### config.mk
export PLATFORM = sky130hd
export DESIGN_NAME = nnfs_div
export DESIGN_NICKNAME = d
export VERILOG_FILES = /design/src/design/nearest_neighbor_frame_scaler_assert.svh /design/src/design/nnfs_div.sv
export SDC_FILE = /design/constraint.sdc
export NUM_CORES = 1
export LEC_CHECK = 0
export ABC_CLOCK_PERIOD_IN_PS = 800
export BUFFER_PORTS_ARGS = -buffer_cell sky130_fd_sc_hd__buf_2
export CORE_MARGIN = 3
export CORE_UTILIZATION = 27
export DETAILED_ROUTE_END_ITERATION = 8
export GPL_ROUTABILITY_DRIVEN = 0
export PLACE_DENSITY = 0.8
export SKIP_LAST_GASP = 1
export SLEW_MARGIN = 20
export SYNTH_ARGS = -nofsm -noshare
export SYNTH_HDL_FRONTEND = slang
export SYNTH_SLANG_ARGS = --single-unit
### constraint.sdc
create_clock -name clk -period 0.8 [get_ports clk]
set_input_delay 0.08 -clock clk [delete_from_list [all_inputs] [get_ports clk]]
set_output_delay 0.08 -clock clk [all_outputs]
set_load 0.02 [all_outputs]
### src/design/nearest_neighbor_frame_scaler_assert.svh
// Assertion macros for the nearest-neighbor frame scaler.
// Used by the top level; it depends on nothing else.
`ifndef NEAREST_NEIGHBOR_FRAME_SCALER_ASSERT_SVH
`define NEAREST_NEIGHBOR_FRAME_SCALER_ASSERT_SVH

// The consequence must hold in the same cycle as the antecedent.
`define NNFS_ASSERT_IMP(label, clk, rst_n, ante, cons, msg) \
  label: assert property (@(posedge clk) disable iff (!rst_n) (ante) |-> (cons)) \
    else $error(msg);

// The consequence must hold in the cycle after the antecedent.
`define NNFS_ASSERT_NXT(label, clk, rst_n, ante, cons, msg) \
  label: assert property (@(posedge clk) disable iff (!rst_n) (ante) |=> (cons)) \
    else $error(msg);

`endif

### src/design/nnfs_div.sv
// Column step unit: divides by a constant through a reciprocal multiplication.
// The quotient is registered every cycle and busy covers the cycle after a start.
// Depends on nothing else.
module nnfs_div #(
  parameter int NUM_W   = 29,
  parameter int DIVISOR = 256
) (
  input  logic             clk,
  input  logic             rst_n,
  input  logic             start,
  input  logic [NUM_W-1:0] numer,
  output logic             busy,
  output logic [NUM_W-1:0] quot
);

  localparam int              LOG_D  = $clog2(DIVISOR);
  localparam int              SHIFT  = NUM_W + LOG_D;
  localparam int              MUL_W  = NUM_W + 1;
  localparam int              PROD_W = NUM_W + MUL_W;
  localparam longint unsigned RECIP  =
    ((64'd1 << SHIFT) + 64'(DIVISOR) - 64'd1) / 64'(DIVISOR);

  logic              busy_r, busy_nxt;
  logic [NUM_W-1:0]  quo_r, quo_nxt;
  logic [PROD_W-1:0] prod;

  assign busy     = busy_r;
  assign quot     = quo_r;
  assign prod     = PROD_W'(numer) * PROD_W'(MUL_W'(RECIP));
  assign busy_nxt = start;
  assign quo_nxt  = NUM_W'(prod >> SHIFT);

  always_ff @(posedge clk) begin
    if (!rst_n) begin
      busy_r <= 1'b0;
    end else begin
      busy_r <= busy_nxt;
    end
  end

  always_ff @(posedge clk) begin
    quo_r <= quo_nxt;
  end

endmodule

### Yosys cells after proc, flatten, opt, wreduce, memory -nomap -nowiden

Index checks and enable logic that the tools add are counted.

| storage, ports and cells | value |
|---|---|
| logic and storage cells | 2 |
| output and inout port bits | 30 |
| bits in registers | 22 |

### Longest topological paths before layout

| depth | value |
|---|---|
| depth after elaboration | 0 |
| gate-level depth with buffers | 1 |

### Least setup slack after synthesis

Ideal clock, no wire load.

| timing path | value |
|---|---|
| kind | flip-flop to output port |
| start | register busy_r, in the netlist busy |
| end | output port busy |
| arrival time | 0.395 ns |
| slack | 0.325 ns |
| required time | 0.720 ns |
| cell stages (with the launch flop) | 1 |
| path through | dfxtp_1 |

RTL lines:

| item | line | source |
|---|---|---|
| start: declaration | nnfs_div.sv:23 | `logic busy_r, busy_nxt;` |
| start signal: assignment | nnfs_div.sv:37 | `busy_r <= busy_nxt;` |
| end: declaration | nnfs_div.sv:12 | `output logic busy,` |

No word-level cell between the ends.

### Worst setup path in the final report

| timing path | value |
|---|---|
| start | register quo_r[16], in the netlist quot[16] |
| end | output port quot[16] |

RTL lines:

| item | line | source |
|---|---|---|
| start: declaration | nnfs_div.sv:24 | `logic [NUM_W-1:0] quo_r, quo_nxt;` |
| start signal: assignment | nnfs_div.sv:42 | `quo_r <= quo_nxt;` |
| end: declaration | nnfs_div.sv:13 | `output logic [NUM_W-1:0] quot` |

No word-level cell between the ends.

==> impl_metrics.yaml <==
outcome:
  status: "finished, violations left"
  violations: "setup timing"
detailed_routing:
  wl_met1_um: 445
  ant_nets: 0
  dr.pass1.iters: 1
  via_per_inst: 3.48
  dr_wl_met3_um: 112
  drc: 0
  routedWlPerCell_um: 10.9
  wl_met2_um: 836
  top_layer: "met3"
  drt_iter0_drc: 0
  vias: 445
  routed_wl_um: 1390
cells_and_area:
  layout.nets: 136
  drive_gt1_share_pct: 68.9
  final_util_pct: 66.0
  fin_area_um2: 1160
  area_growth_pct: 128
  diodes: 0
global_route:
  grt_antenna_before_repair: 0
  track_usage_pct: 12.4
  grt_pass1_vias: 508
  grt_pass1_wl_um: 2280
  grt_max_degree: 13
  grt_overflow_total: 0
sta:
  post-route-period-util_pct: 105
  rsz0062_at_grt: "yes"
  fin_crit_ns: 0.841
  finalSetupTns_ns: -0.719
  hold_slack_ns: 0.402
  setup_viol: 22
  maxSlewViolCount: 0
  setup_slack_ns: -0.0414
  final_hold_viol_count: 0
  max_freq_mhz: 1190
job:
  drv_cap: 0
clock_tree:
  cts_tree: "built"
  clk_pin_slew_ns: 0.12
  cts.path.max_buffers: 2
  clock-sinks: 22
  htree_levels: 1
  cts_setup_buffers: 0
  numCtsBuffers: 3
  ctsRootBufferMaster: "clkbuf_4"
synthesis:
  ys_top_cells_by_area: "dfxtp_1, buf_4, and2_1, conb_1"
  yosysSeqAreaShare_pct: 86.3
  avgSynthCellArea_um2: 16.0
  synth_top_area_cell: "dfxtp_1"
  synth-seq-cells: 22
  yosysTopAreaCellShare_pct: 86.3
  yosys_warnings: 0
  synthDistinctLibCells: 4
  syn_area_um2: 510
  synthCells: 32
floorplanning:
  start_util_pct: 28.9
  die_area_um2: 2450
  ios: 62
  coreArea_um2: 1760
  fp.dieW_um: 49.5
  die_h_um: 49.5
  rows: 15
power:
  p_leak_nw: 0.555
  powerDensity_nw_per_um2: 1860
  peakVddDrop_v: 0.00128
min_path:
  hold_class: "input port to flip-flop"
worst_setup_path:
  cp_slowest_cell: "dfxtp_2"
  path_cells: "buf_6"
  critPathMaxStageDelay_ns: 0.34
  cp_max_fo: 1
  cpLargestDelayFamily: "flip-flops"
  crit_arrival_ns: 0.76
  path_class: "flip-flop to output pin"
  timing.critical_path.buf_inv: 1
  end_kind: "output pin"
  critPathLaunchType: "flip-flop"
  crit_required_ns: 0.72
placed_design:
  io_buffers: 45
  place_ws_ns: 0.267
  place_area_um2: 733
  dp_hpwl_um: 848
[placed cells by master (no fill, tap or decap), drive strengths merged]
master / n
buf: 45
dlygate4sd3: 23
dfxtp: 22
conb: 8
clkbuf: 4
and2: 1
[state kept, by name (all words and copies together) (netlist names)]
register  count
quot         21
busy          1
[path summary, 6_finish.rpt]
| path | from | end | cells past startpoint |
|---|---|---|---|
| min | numer[14] | quot[6] | 2 |
| max | quot[16] | quot[16] | 1 |
[metal layers]
layer	vias to the layer above	GRT usage [%]
met2	28	24.6
met5	-	0
met1	196	11.5
met4	0	4.15
met3	0	4.23
li1	221	-
[what timing repair did]
item | 4_1_cts | 5_1_grt
hold buffers | 23 | 0
pin swaps | 0 | 0
endpoints found under the hold margin | 22 | 0
resized for setup | 66 | 0
endpoints found under the setup margin | 22 | 22
[metrics by stage]
step	cells	total power, mW
final	128	2.16
after global routing	128	2.27
after CTS	128	2.18
after detailed placement	101	1.41
after global placement	101	1.41
after floorplan	39	1.33
[power by group]
| group | internal [mW] | total [mW] | switching [mW] | leakage [nW] |
|---|---|---|---|---|
| combinational | 0.219 | 0.377 | 0.159 | 0.348 |
| clock | 0.277 | 0.594 | 0.317 | 0.0210 |
| sequential | 1.17 | 1.19 | 0.0261 | 0.186 |
| total | 1.66 | 2.16 | 0.502 | 0.555 |
[layout make-up]
type / instances / area (um^2)
Clock buffer: 4 / 36.3
Fill cell: 156 / 599
Multi-Input combinational cell: 9 / 36.3
Sequential cell: 22 / 468
Tap cell: 25 / 31.3
Timing Repair Buffer: 68 / 593
[cells in the mapped netlist]
| master | number |
|---|---|
| dfxtp_1 | 22 |
| buf_4 | 8 |
| and2_1 | 1 |
| conb_1 | 1 |
[kinds of logic after synthesis]
| family | Yosys count | share of synthesized area (%) |
|---|---|---|
| other cells | 1 | 0.735 |
| flops | 22 | 86.3 |
| buf+inv | 8 | 11.8 |
| simple gates | 1 | 1.23 |
(Power assumes the default switching activity.)
